--- src/rtl/pmpt_pkg.sv ---
// Shared types and constants for the PS/2 mouse packet tracker.
// Used by the core and by its port checker; no dependencies.
package pmpt_pkg;

  // coordinate width default
  localparam int unsigned COORD_BITS_DEF = 12;

  // configuration port
  localparam int unsigned CFG_DATA_W = 13;
  localparam int unsigned CFG_IDX_W  = 1;

  localparam logic [CFG_DATA_W-1:0] SCREEN_WIDTH_RST  = 13'd1024;
  localparam logic [CFG_DATA_W-1:0] SCREEN_HEIGHT_RST = 13'd768;

  typedef enum logic [CFG_IDX_W-1:0] {
    CFG_SCREEN_WIDTH  = 1'b0,
    CFG_SCREEN_HEIGHT = 1'b1
  } cfg_idx_e;

  // received byte
  localparam int unsigned RX_BYTE_W = 8;

  // header byte bit positions
  localparam int unsigned HDR_LEFT   = 0;
  localparam int unsigned HDR_RIGHT  = 1;
  localparam int unsigned HDR_MIDDLE = 2;
  localparam int unsigned HDR_SYNC   = 3;
  localparam int unsigned HDR_X_SIGN = 4;
  localparam int unsigned HDR_Y_SIGN = 5;
  localparam int unsigned HDR_X_OVF  = 6;
  localparam int unsigned HDR_Y_OVF  = 7;

  // motion magnitude: byte plus overflow extension
  localparam int unsigned MAG_W = 9;
  localparam logic [MAG_W-1:0] OVF_EXTRA = 9'd255;

  // position within a three-byte packet
  typedef enum logic [1:0] {
    PH_HEADER  = 2'd0,
    PH_XMOTION = 2'd1,
    PH_YMOTION = 2'd2
  } phase_e;

endpackage

--- src/rtl/ps2_mouse_packet_tracker_core.sv ---
// PS/2 mouse packet tracker core: byte stream in, cursor result per packet out.
// Depends on pmpt_pkg for constants, the packet phase enum and config indexes.
//
// Usage:
// - s_axis carries one received mouse byte per beat (tdata[7:0] = rx_byte).
// - m_axis carries one beat per completed three-byte packet with the clamped
//   cursor position, the three button bits and the cursor-visible flag.
// - cfg_* writes screen_width (index 0) or screen_height (index 1); it is
//   always ready and is meant to be written while no packet is in flight.
// Timing: a byte is taken into an input register; once it advances, the
//   packet logic updates the tracker state and, on the last byte of a packet,
//   loads the result register, which drives m_axis. One byte per cycle is
//   sustained unless a stall holds a last byte; decode, add and clamp are
//   combinational between the two registers.
// Reset: the first byte after reset is dropped, the cursor sits at 0,0, the
//   cursor is hidden and the screen is 1024 by 768.
// Stall: a held result stays on m_axis; the input register still takes one
//   more byte, and bytes that finish no packet keep flowing. Only a byte that
//   would complete a packet waits until the result register frees up.
module ps2_mouse_packet_tracker_core #(
  parameter int unsigned COORD_BITS = pmpt_pkg::COORD_BITS_DEF,
  localparam int unsigned OutFieldW = 2 * COORD_BITS + 4,
  localparam int unsigned OutDataW  = ((OutFieldW + 7) / 8) * 8
) (
  input  logic                                clk_i,
  input  logic                                rst_ni,
  // input byte stream
  input  logic                                s_axis_tvalid,
  output logic                                s_axis_tready,
  input  logic [pmpt_pkg::RX_BYTE_W-1:0]      s_axis_tdata,  // [7:0] rx_byte
  // result stream
  output logic                                m_axis_tvalid,
  input  logic                                m_axis_tready,
  // low to high: pos_x, pos_y, left_down, middle_down, right_down,
  // cursor_shown, zero fill
  output logic [OutDataW-1:0]                 m_axis_tdata,
  // configuration writes
  input  logic                                cfg_valid_i,
  output logic                                cfg_ready_o,
  input  logic [pmpt_pkg::CFG_IDX_W-1:0]      cfg_index_i,
  input  logic [pmpt_pkg::CFG_DATA_W-1:0]     cfg_data_i
);

  // signed sum width: cursor plus or minus a 9-bit magnitude
  localparam int unsigned BaseW = (COORD_BITS > 9) ? COORD_BITS : 9;
  localparam int unsigned SumW  = BaseW + 2;
  // limit compare width
  localparam int unsigned LimW  = (COORD_BITS > pmpt_pkg::CFG_DATA_W) ?
                                  COORD_BITS : pmpt_pkg::CFG_DATA_W;
  localparam logic [LimW-1:0] CoordMax = LimW'((64'd1 << COORD_BITS) - 64'd1);

  // configuration registers
  logic [pmpt_pkg::CFG_DATA_W-1:0] width_q, height_q;
  // input register
  logic                            s1_valid_q, s1_valid_d;
  logic [pmpt_pkg::RX_BYTE_W-1:0]  byte_q;
  // tracker state
  pmpt_pkg::phase_e                phase_q, phase_d;
  logic                            skip_q, skip_d;
  logic [pmpt_pkg::RX_BYTE_W-1:0]  hdr_q, hdr_d;
  logic [pmpt_pkg::RX_BYTE_W-1:0]  xmot_q, xmot_d;
  logic [COORD_BITS-1:0]           cur_x_q, cur_x_d;
  logic [COORD_BITS-1:0]           cur_y_q, cur_y_d;
  logic                            shown_q, shown_d;
  // result register
  logic                            out_valid_q, out_valid_d;
  logic [OutDataW-1:0]             out_data_q, out_data_d;

  logic                            in_beat;
  logic                            produce;
  logic                            advance;
  logic [COORD_BITS-1:0]           lim_x, lim_y;
  logic [SumW-1:0]                 dx, dy;
  logic [SumW-1:0]                 nx, ny;
  logic [COORD_BITS-1:0]           new_x, new_y;
  logic                            new_shown;

  // signed motion from a byte, its sign bit and its overflow bit
  function automatic logic [SumW-1:0] motion(input logic [7:0] b, input logic neg,
                                             input logic ovf);
    logic [7:0]       m8;
    logic [pmpt_pkg::MAG_W-1:0] mag;
    m8  = neg ? (8'd0 - b) : b;
    mag = {1'b0, m8} + (ovf ? pmpt_pkg::OVF_EXTRA : '0);
    return neg ? (SumW'(0) - SumW'(mag)) : SumW'(mag);
  endfunction

  // screen size to largest coordinate, saturated to the coordinate range
  function automatic logic [COORD_BITS-1:0] limit_of(
      input logic [pmpt_pkg::CFG_DATA_W-1:0] size);
    logic [LimW-1:0] lim;
    lim = (size == '0) ? '0 : LimW'(size - 1'b1);
    if (lim > CoordMax) lim = CoordMax;
    return lim[COORD_BITS-1:0];
  endfunction

  // clamp a signed sum to 0..lim
  function automatic logic [COORD_BITS-1:0] clamp(input logic [SumW-1:0] v,
                                                  input logic [COORD_BITS-1:0] lim);
    logic [COORD_BITS-1:0] r;
    if (v[SumW-1])                  r = '0;
    else if (v > SumW'(lim))        r = lim;
    else                            r = v[COORD_BITS-1:0];
    return r;
  endfunction

  // handshake and flow control
  assign cfg_ready_o   = 1'b1;
  assign in_beat       = s_axis_tvalid && s_axis_tready;
  assign produce       = s1_valid_q && !skip_q && (phase_q == pmpt_pkg::PH_YMOTION);
  assign advance       = s1_valid_q && (!produce || !out_valid_q || m_axis_tready);
  assign s_axis_tready = !s1_valid_q || advance;
  assign s1_valid_d    = in_beat || (s1_valid_q && !advance);

  // configuration registers
  always_ff @(posedge clk_i or negedge rst_ni) begin
    if (!rst_ni) begin
      width_q  <= pmpt_pkg::SCREEN_WIDTH_RST;
      height_q <= pmpt_pkg::SCREEN_HEIGHT_RST;
    end else if (cfg_valid_i) begin
      unique case (pmpt_pkg::cfg_idx_e'(cfg_index_i))
        pmpt_pkg::CFG_SCREEN_WIDTH:  width_q  <= cfg_data_i;
        pmpt_pkg::CFG_SCREEN_HEIGHT: height_q <= cfg_data_i;
      endcase
    end
  end

  // packet arithmetic on the last byte
  assign lim_x = limit_of(width_q);
  assign lim_y = limit_of(height_q);
  assign dx    = motion(xmot_q, hdr_q[pmpt_pkg::HDR_X_SIGN], hdr_q[pmpt_pkg::HDR_X_OVF]);
  assign dy    = motion(byte_q, hdr_q[pmpt_pkg::HDR_Y_SIGN], hdr_q[pmpt_pkg::HDR_Y_OVF]);
  assign nx    = SumW'(cur_x_q) + dx;
  assign ny    = SumW'(cur_y_q) - dy;
  assign new_x = clamp(nx, lim_x);
  assign new_y = clamp(ny, lim_y);

  // right button wins over left
  always_comb begin
    new_shown = shown_q;
    if (hdr_q[pmpt_pkg::HDR_LEFT])  new_shown = 1'b1;
    if (hdr_q[pmpt_pkg::HDR_RIGHT]) new_shown = 1'b0;
  end

  // next phase and packet capture
  always_comb begin
    phase_d = phase_q;
    skip_d  = skip_q;
    hdr_d   = hdr_q;
    xmot_d  = xmot_q;
    if (advance) begin
      if (skip_q) begin
        skip_d = 1'b0;
      end else begin
        unique case (phase_q)
          pmpt_pkg::PH_XMOTION: begin
            xmot_d  = byte_q;
            phase_d = pmpt_pkg::PH_YMOTION;
          end
          pmpt_pkg::PH_YMOTION: begin
            phase_d = pmpt_pkg::PH_HEADER;
          end
          default: begin
            if (byte_q[pmpt_pkg::HDR_SYNC]) begin
              hdr_d   = byte_q;
              phase_d = pmpt_pkg::PH_XMOTION;
            end else begin
              phase_d = pmpt_pkg::PH_HEADER;
            end
          end
        endcase
      end
    end
  end

  // cursor, flags and result register loads
  always_comb begin
    cur_x_d     = cur_x_q;
    cur_y_d     = cur_y_q;
    shown_d     = shown_q;
    out_data_d  = out_data_q;
    out_valid_d = out_valid_q && !m_axis_tready;
    if (advance && produce) begin
      cur_x_d     = new_x;
      cur_y_d     = new_y;
      shown_d     = new_shown;
      out_valid_d = 1'b1;
      out_data_d  = OutDataW'({new_shown,
                               hdr_q[pmpt_pkg::HDR_RIGHT],
                               hdr_q[pmpt_pkg::HDR_MIDDLE],
                               hdr_q[pmpt_pkg::HDR_LEFT],
                               new_y, new_x});
    end
  end

  // control and state registers
  always_ff @(posedge clk_i or negedge rst_ni) begin
    if (!rst_ni) begin
      s1_valid_q  <= 1'b0;
      phase_q     <= pmpt_pkg::PH_HEADER;
      skip_q      <= 1'b1;
      hdr_q       <= '0;
      xmot_q      <= '0;
      cur_x_q     <= '0;
      cur_y_q     <= '0;
      shown_q     <= 1'b0;
      out_valid_q <= 1'b0;
    end else begin
      s1_valid_q  <= s1_valid_d;
      phase_q     <= phase_d;
      skip_q      <= skip_d;
      hdr_q       <= hdr_d;
      xmot_q      <= xmot_d;
      cur_x_q     <= cur_x_d;
      cur_y_q     <= cur_y_d;
      shown_q     <= shown_d;
      out_valid_q <= out_valid_d;
    end
  end

  // payload registers
  always_ff @(posedge clk_i) begin
    if (in_beat) begin
      byte_q <= s_axis_tdata;
    end
    out_data_q <= out_data_d;
  end

  assign m_axis_tvalid = out_valid_q;
  assign m_axis_tdata  = out_data_q;

endmodule

--- config.mk ---
export PLATFORM = sky130hd
export DESIGN_NAME = ps2_mouse_packet_tracker_core
export DESIGN_NICKNAME = d
export VERILOG_FILES = /design/src/rtl/pmpt_pkg.sv /design/src/rtl/ps2_mouse_packet_tracker_core.sv
export SDC_FILE = /design/constraint.sdc
export NUM_CORES = 1
export LEC_CHECK = 0
export BUFFER_PORTS_ARGS = -buffer_cell sky130_fd_sc_hd__buf_2
export CORE_MARGIN = 2
export CORE_UTILIZATION = 38
export DETAILED_ROUTE_END_ITERATION = 10
export MAX_ROUTING_LAYER = met4
export SYNTH_ARGS = -nofsm -noshare
export SYNTH_HDL_FRONTEND = slang
export SYNTH_SLANG_ARGS = --single-unit
export TNS_END_PERCENT = 50
--- constraint.sdc ---
create_clock -name clk_i -period 8.3 [get_ports clk_i]
set_input_delay 0.83 -clock clk_i [delete_from_list [all_inputs] [get_ports clk_i]]
set_output_delay 0.83 -clock clk_i [all_outputs]
set_load 0.03 [all_outputs]
# ---- Yosys cells after proc, flatten, opt, wreduce, memory -nomap -nowiden
# Index checks and enable logic that the tools add are counted.
dict set report totals {
  out_inout_bits 35
  word_cells 76
  register_bits 108
  in_bits 27
}
dict set report classes {
  reduce_logical 25
  add_sub_neg 10
  eq_ne 2
  n_mux 19
  n_bitwise 3
  order_cmp 4
}
# cell n
set op_table {}
lappend op_table {{$mux W12} 6}
lappend op_table {{$mux W8} 4}
lappend op_table {{$gt A14 B12 Y1} 2}
lappend op_table {{$mux W14} 2}
lappend op_table {{$gt A13 B12 Y1 const B} 2}
lappend op_table {{$logic_not A13 Y1} 2}
lappend op_table {{$mux W13} 2}
lappend op_table {{$sub A13 B1 Y13 const B} 2}
lappend op_table {{$sub A1 B9 Y10 const A} 2}
lappend op_table {{$add A8 B8 Y9} 2}
lappend op_table {{$sub A1 B8 Y8 const A} 2}
lappend op_table {{$add A12 B14 Y14} 1}
lappend op_table {{$sub A12 B14 Y14} 1}
lappend op_table {{$logic_and A1 B1 Y1} 7}
lappend op_table {{$logic_not A1 Y1} 6}
lappend op_table {{$reduce_and A2 Y1} 3}
lappend op_table {{$logic_or A1 B1 Y1} 4}
lappend op_table {{$mux W1} 4}
lappend op_table {{$pmux W2 S2} 1}
lappend op_table {{$reduce_and A4 Y1} 1}
lappend op_table {{$not A1 Y1} 3}
lappend op_table {{$reduce_and A3 Y1} 1}
lappend op_table {{$eq A2 B1 Y1 const B} 1}
lappend op_table {{$eq A2 B2 Y1 const B} 1}
lappend op_table {{$reduce_or A2 Y1} 1}

# ---- Depth between registers and ports, before layout
dict set report depth {
  ltp_word 10
  depth_mapped 29
  depth_no_buf 28
}

# ---- Worst setup path before layout
# No wires, ideal clock.
dict set report synth_path {
  path_kind {reg-to-reg}
  start {register hdr_q[4] (netlist bit)}
  end {register cur_x_q[11]}
  setup_slack_ps 2136
  arrival_ps 6077
  required_time_ps 8212
  n_path_buf 3
  setup_time_ps 88
  synth_period_minus_slack_ps 6164
  stages_incl_launch_ff 29
  path_cell_list {dfrtp_1 clkbuf_1 clkbuf_1 nand2_1 o21ai_0 inv_1 fa_1 nand3b_1 a2111oi_0 mux2i_1 and2_1 o41ai_1 xnor2_1 ha_1 a21oi_1 o22ai_1 or3_1 a21oi_1 xor2_1 ha_1 a2111oi_0 o21ai_0 nor2_1 a211oi_1 and3b_1 mux2i_1 clkbuf_1 nand3b_1 a31oi_1}
}
dict set report synth_via {
  elab_chain_cells 8
}
# item line_no
set synth_rtl {}
lappend synth_rtl {{start, declared} ps2_mouse_packet_tracker_core.sv:60} ;# logic [pmpt_pkg::RX_BYTE_W-1:0] hdr_q, hdr_d;
lappend synth_rtl {{start signal, assigned} ps2_mouse_packet_tracker_core.sv:212} ;# hdr_q <= hdr_d;
lappend synth_rtl {{$mux W8} ps2_mouse_packet_tracker_core.sv:83} ;# m8 = neg ? (8'd0 - b) : b;
lappend synth_rtl {{$add A8 B8 Y9} ps2_mouse_packet_tracker_core.sv:84} ;# mag = {1'b0, m8} + (ovf ? pmpt_pkg::OVF_EXTRA : '0);
lappend synth_rtl {{$sub A1 B9 Y10} ps2_mouse_packet_tracker_core.sv:85} ;# return neg ? (SumW'(0) - SumW'(mag)) : SumW'(mag);
lappend synth_rtl {{$mux W14 *} ps2_mouse_packet_tracker_core.sv:85}
lappend synth_rtl {{$add A12 B14 Y14 *} ps2_mouse_packet_tracker_core.sv:133} ;# assign nx = SumW'(cur_x_q) + dx;
lappend synth_rtl {{$gt A14 B12 Y1} ps2_mouse_packet_tracker_core.sv:102} ;# else if (v > SumW'(lim)) r = lim;
lappend synth_rtl {{$mux W12} ps2_mouse_packet_tracker_core.sv:102}
lappend synth_rtl {{$mux W12 *} ps2_mouse_packet_tracker_core.sv:101} ;# if (v[SumW-1]) r = '0;
lappend synth_rtl {{end signal, assigned} ps2_mouse_packet_tracker_core.sv:214} ;# cur_x_q <= cur_x_d;
lappend synth_rtl {{end, declared} ps2_mouse_packet_tracker_core.sv:62} ;# logic [COORD_BITS-1:0] cur_x_q, cur_x_d;
# Every way passes the cells marked *; elsewhere a longest branch is shown, timed or not.
# A chain may end at the register's enable or synchronous reset.

# ---- Worst setup path after layout
dict set report layout_path {
  start {register hdr_q[4] (netlist bit)}
  end {register out_data_q[1], in the netlist m_axis_tdata[1] (data pin)}
}
dict set report layout_via {
  elab_chain_cells 8
}
# item line_no
set layout_rtl {}
lappend layout_rtl {{$mux W8} ps2_mouse_packet_tracker_core.sv:83}
lappend layout_rtl {{$add A8 B8 Y9} ps2_mouse_packet_tracker_core.sv:84}
lappend layout_rtl {{$sub A1 B9 Y10} ps2_mouse_packet_tracker_core.sv:85}
lappend layout_rtl {{$mux W14 *} ps2_mouse_packet_tracker_core.sv:85}
lappend layout_rtl {{$add A12 B14 Y14 *} ps2_mouse_packet_tracker_core.sv:133}
lappend layout_rtl {{$gt A14 B12 Y1} ps2_mouse_packet_tracker_core.sv:102}
lappend layout_rtl {{$mux W12} ps2_mouse_packet_tracker_core.sv:102}
lappend layout_rtl {{$mux W12 *} ps2_mouse_packet_tracker_core.sv:101}
lappend layout_rtl {{net new_x[1]} ps2_mouse_packet_tracker_core.sv:75} ;# logic [COORD_BITS-1:0] new_x, new_y;
lappend layout_rtl {{end signal, assigned} ps2_mouse_packet_tracker_core.sv:226} ;# out_data_q <= out_data_d;
lappend layout_rtl {{end, declared} ps2_mouse_packet_tracker_core.sv:67} ;# logic [OutDataW-1:0] out_data_q, out_data_d;
# The timed path passes the listed nets; every way through them passes the cells marked *.

==> flow_summary.json <==
{
  "clock_latency_ps": 370,
  "synth.avg_cell_area_um2": 9.28,
  "holdPathEnd": "skip_q$_DFFE_PN1P_",
  "area_growth_pct": 9.95,
  "cp.required_ps": 8510,
  "reg2regPathDepth": 22,
  "synth-edff-count": 36,
  "worst_pin_slew_ps": 1080,
  "hold_depth": 1,
  "crit_chain": "o21ai_0 -> inv_1 -> fa_1 -> nand3b_1 -> a21o_1 -> a211oi_1 -> o32ai_1 -> o211ai_2 -> ha_1 -> inv_1 -> o22ai_1 -> or3_1 -> a21oi_1 -> xor2_1 -> ha_1 -> a2111oi_0 -> o21ai_0 -> nor2_1 -> a211oi_1 -> nor4_2 -> nor2_1 -> o22ai_1",
  "io_buffer_count": 56,
  "synth_warnings": 0,
  "drtAntennaViolNets": 0,
  "drc": 0,
  "cp_max_fo": 21,
  "antenna_found_initial": 0,
  "initial_core_util_pct": 38.6,
  "ys_seq_area_share_pct": 34.1,
  "clock_path_buffers": 2,
  "critical-path-slowest-cell": "nor4_2",
  "critPathBufInv": 2,
  "synth_ff_type": "dfrtp_1",
  "die_w_um": 153,
  "diodes": 0,
  "final_nets": 1056,
  "ys_ff_latch": 107,
  "status": "complete, no violations",
  "dpl-instance-area_mm2": 0.00893,
  "netlist_instances": 905,
  "path_delay_family": "compound AO/OA/AOI/OAI gates",
  "fin_skew_ps": 16.0,
  "final_cell_area_mm2": 0.00924,
  "cts_setup_buffers": 0,
  "slew_violations": 0,
  "hpwl_mm": 15.9,
  "gr-total-overflow": 0,
  "regArea_mm2": 0.00286,
  "crit_path_start_kind": "flop",
  "setup.worst_path.end_class": "flop",
  "tns_ps": 0,
  "drive_gt1_share_pct": 14.7,
  "dieArea_mm2": 0.0233,
  "htree_num_levels": 3,
  "fin_hold_ws_ps": 412,
  "syn-cell-area_mm2": 0.00840,
  "rsz0062_at_grt": "false",
  "ys_types": 67,
  "gp_congestion": 0.932,
  "post_cts_resized": 0,
  "grt_max_degree": 72,
  "rr_startpoint": "hdr_q[4]$_DFFE_PN0P_",
  "post-route-period-util_pct": 87.3,
  "worst_r2r_endpoint": "m_axis_tdata[1]$_DFFE_PP_",
  "critPathKind": "flop to flop",
  "async_reset_ff_share_pct": 66.4,
  "critical_path_arrival_ps": 7450,
  "hold_buffers": 0,
  "max_stage_delay_ps": 640,
  "hp-class": "flop to flop",
  "std_cell_rows": 54,
  "hp-start": "s1_valid_q$_DFF_PN0_",
  "dr.pass1.iters": 5,
  "r2r_slack_ps": 1050,
  "clk_root_buffer_cell": "clkbuf_16",
  "setup_viol_count_final": 0,
  "grtUsageTotal_pct": 18.1,
  "wl_per_cell_um": 16.4,
  "fin_crit_ps": 7250,
  "core_mm2": 0.0218,
  "max_freq_ghz": 0.138,
  "viasPerCell": 5.34,
  "grt_first_pass_wirelength_mm": 32.9,
  "cap_violations": 0,
  "fillerInstances": 2176,
  "drtIter0Drc": 302,
  "fin_util_pct": 42.5,
  "ios": 62,
  "final_hold_viol_count": 0,
  "die_height_um": 153,
  "path_clk_slew_ps": 80,
  "cts.sinks": 107,
  "first_global_vias": 6264,
  "totalWireLength_mm": 20.2,
  "multi_input_area_mm2": 0.00517,
  "relSlewSlack_pct": 27.9,
  "tritoncts": "yes",
  "vias": 6574,
  "cts_buffers": 9
}
[flip-flops by register name, indices dropped and copies added (netlist names)]
signal,count
xmot_q,8
s1_valid_q,1
m_axis_tdata,28
cur_y_q,12
height_q,13
hdr_q,7
m_axis_tvalid,1
phase_q,2
cur_x_q,12
skip_q,1
byte_q,8
shown_q,1
width_q,13
[routing by layer]
| metal | global-route usage, % | wire, µm | up-vias |
|---|---|---|---|
| li1 | - | - | 3367 |
| met1 | 25.0 | 9830 | 3053 |
| met2 | 27.5 | 9280 | 129 |
| met3 | 2.84 | 730 | 25 |
| met4 | 5.73 | 396 | 0 |
| met5 | - | 0 | - |
[cells in the final DEF, fill, tap and decap left out, types with 36 or more instances in the layout]
cell type and n:
ha_1 79, dfrtp_1 67, a21oi_1 43, edfxtp_1 36
inv_1 58, buf_2 55, nor2_1 60, o21ai_0 47
nand2_1 85, xnor2_1 48, mux2_2 36
[through the flow]
stage          worst slack (ps)  instances
3_3_place_gp               1090       1215
6_report                   1050       1231
4_1_cts                    1180       1231
3_5_place_dp               1230       1215
5_1_grt                     413       1231
2_1_floorplan              2140        908
[worst register-to-register path: stages, from the launching register on]
cell and delay (ps):
dfrtp_1 610, o21ai_0 380, inv_1 100, fa_1 450
nand3b_1 330, a21o_1 270, a211oi_1 480, o32ai_1 210
o211ai_2 480, ha_1 420, inv_1 130, o22ai_1 110
or3_1 340, a21oi_1 200, xor2_1 250, ha_1 300
a2111oi_0 450, o21ai_0 210, nor2_1 130, a211oi_1 150
nor4_2 640, nor2_1 270, o22ai_1 200
[kinds of logic (layout without fill, tap and decap cells)]
group           Yosys count  after routing  synth area share, %
xor+xnor                 70             70                 7.30
fa+ha+maj                83             83                 12.7
compound gates          233            233                 19.8
mux                      40             40                 5.30
simple gates            276            276                 16.1
flops                   107            107                 34.1
buf+inv                  94            137                 4.59
other cells               2              5               0.0894
[cell usage after synthesis (8+ instances only)]
| library cell | n | area [µm²] |
|---|---|---|
| o21ai_0 | 47 | 235 |
| a21oi_1 | 43 | 215 |
| mux2_2 | 36 | 405 |
| clkbuf_1 | 22 | 82.6 |
| nor3_1 | 33 | 165 |
| o41ai_2 | 8 | 130 |
| o31ai_1 | 12 | 90.1 |
| xnor2_1 | 49 | 429 |
| a31oi_1 | 11 | 68.8 |
| dfrtp_1 | 67 | 1680 |
| a21o_1 | 16 | 120 |
| nand2b_1 | 10 | 62.6 |
| ha_1 | 79 | 988 |
| edfxtp_1 | 36 | 1080 |
| o211ai_1 | 8 | 60.1 |
| inv_1 | 58 | 218 |
| nor2_1 | 60 | 225 |
| xor2_1 | 21 | 184 |
| nand3b_1 | 9 | 67.6 |
| nand3_1 | 16 | 80.1 |
| o21a_1 | 11 | 82.6 |
| nor2b_1 | 12 | 75.1 |
| a211oi_1 | 32 | 240 |
| nand2_1 | 85 | 319 |
[layout make-up]
type                            count  share of cell area (%)
Clock inverter                      5                   0.528
Sequential cell                   107                    31.0
Tap cell                          280                    3.79
Timing Repair Buffer               62                    3.55
Clock buffer                       11                    2.75
Inverter                           59                    2.40
Multi-Input combinational cell    707                    56.0
[worst max path at each step]
stage                         startpoint                   endpoint  depth (start not counted)
floorplan           hdr_q[4]$_DFFE_PN0P_    cur_x_q[11]$_DFFE_PN0P_                         28
global placement    hdr_q[4]$_DFFE_PN0P_  m_axis_tdata[1]$_DFFE_PP_                         24
detailed placement  hdr_q[4]$_DFFE_PN0P_  m_axis_tdata[1]$_DFFE_PP_                         22
CTS                 hdr_q[4]$_DFFE_PN0P_  m_axis_tdata[1]$_DFFE_PP_                         22
global route        hdr_q[4]$_DFFE_PN0P_  m_axis_tdata[1]$_DFFE_PP_                         22
finish              hdr_q[4]$_DFFE_PN0P_  m_axis_tdata[1]$_DFFE_PP_                         22
Power is not shown: default switching activity piles up to over one toggle a cycle in this logic, so the estimate is an artifact.
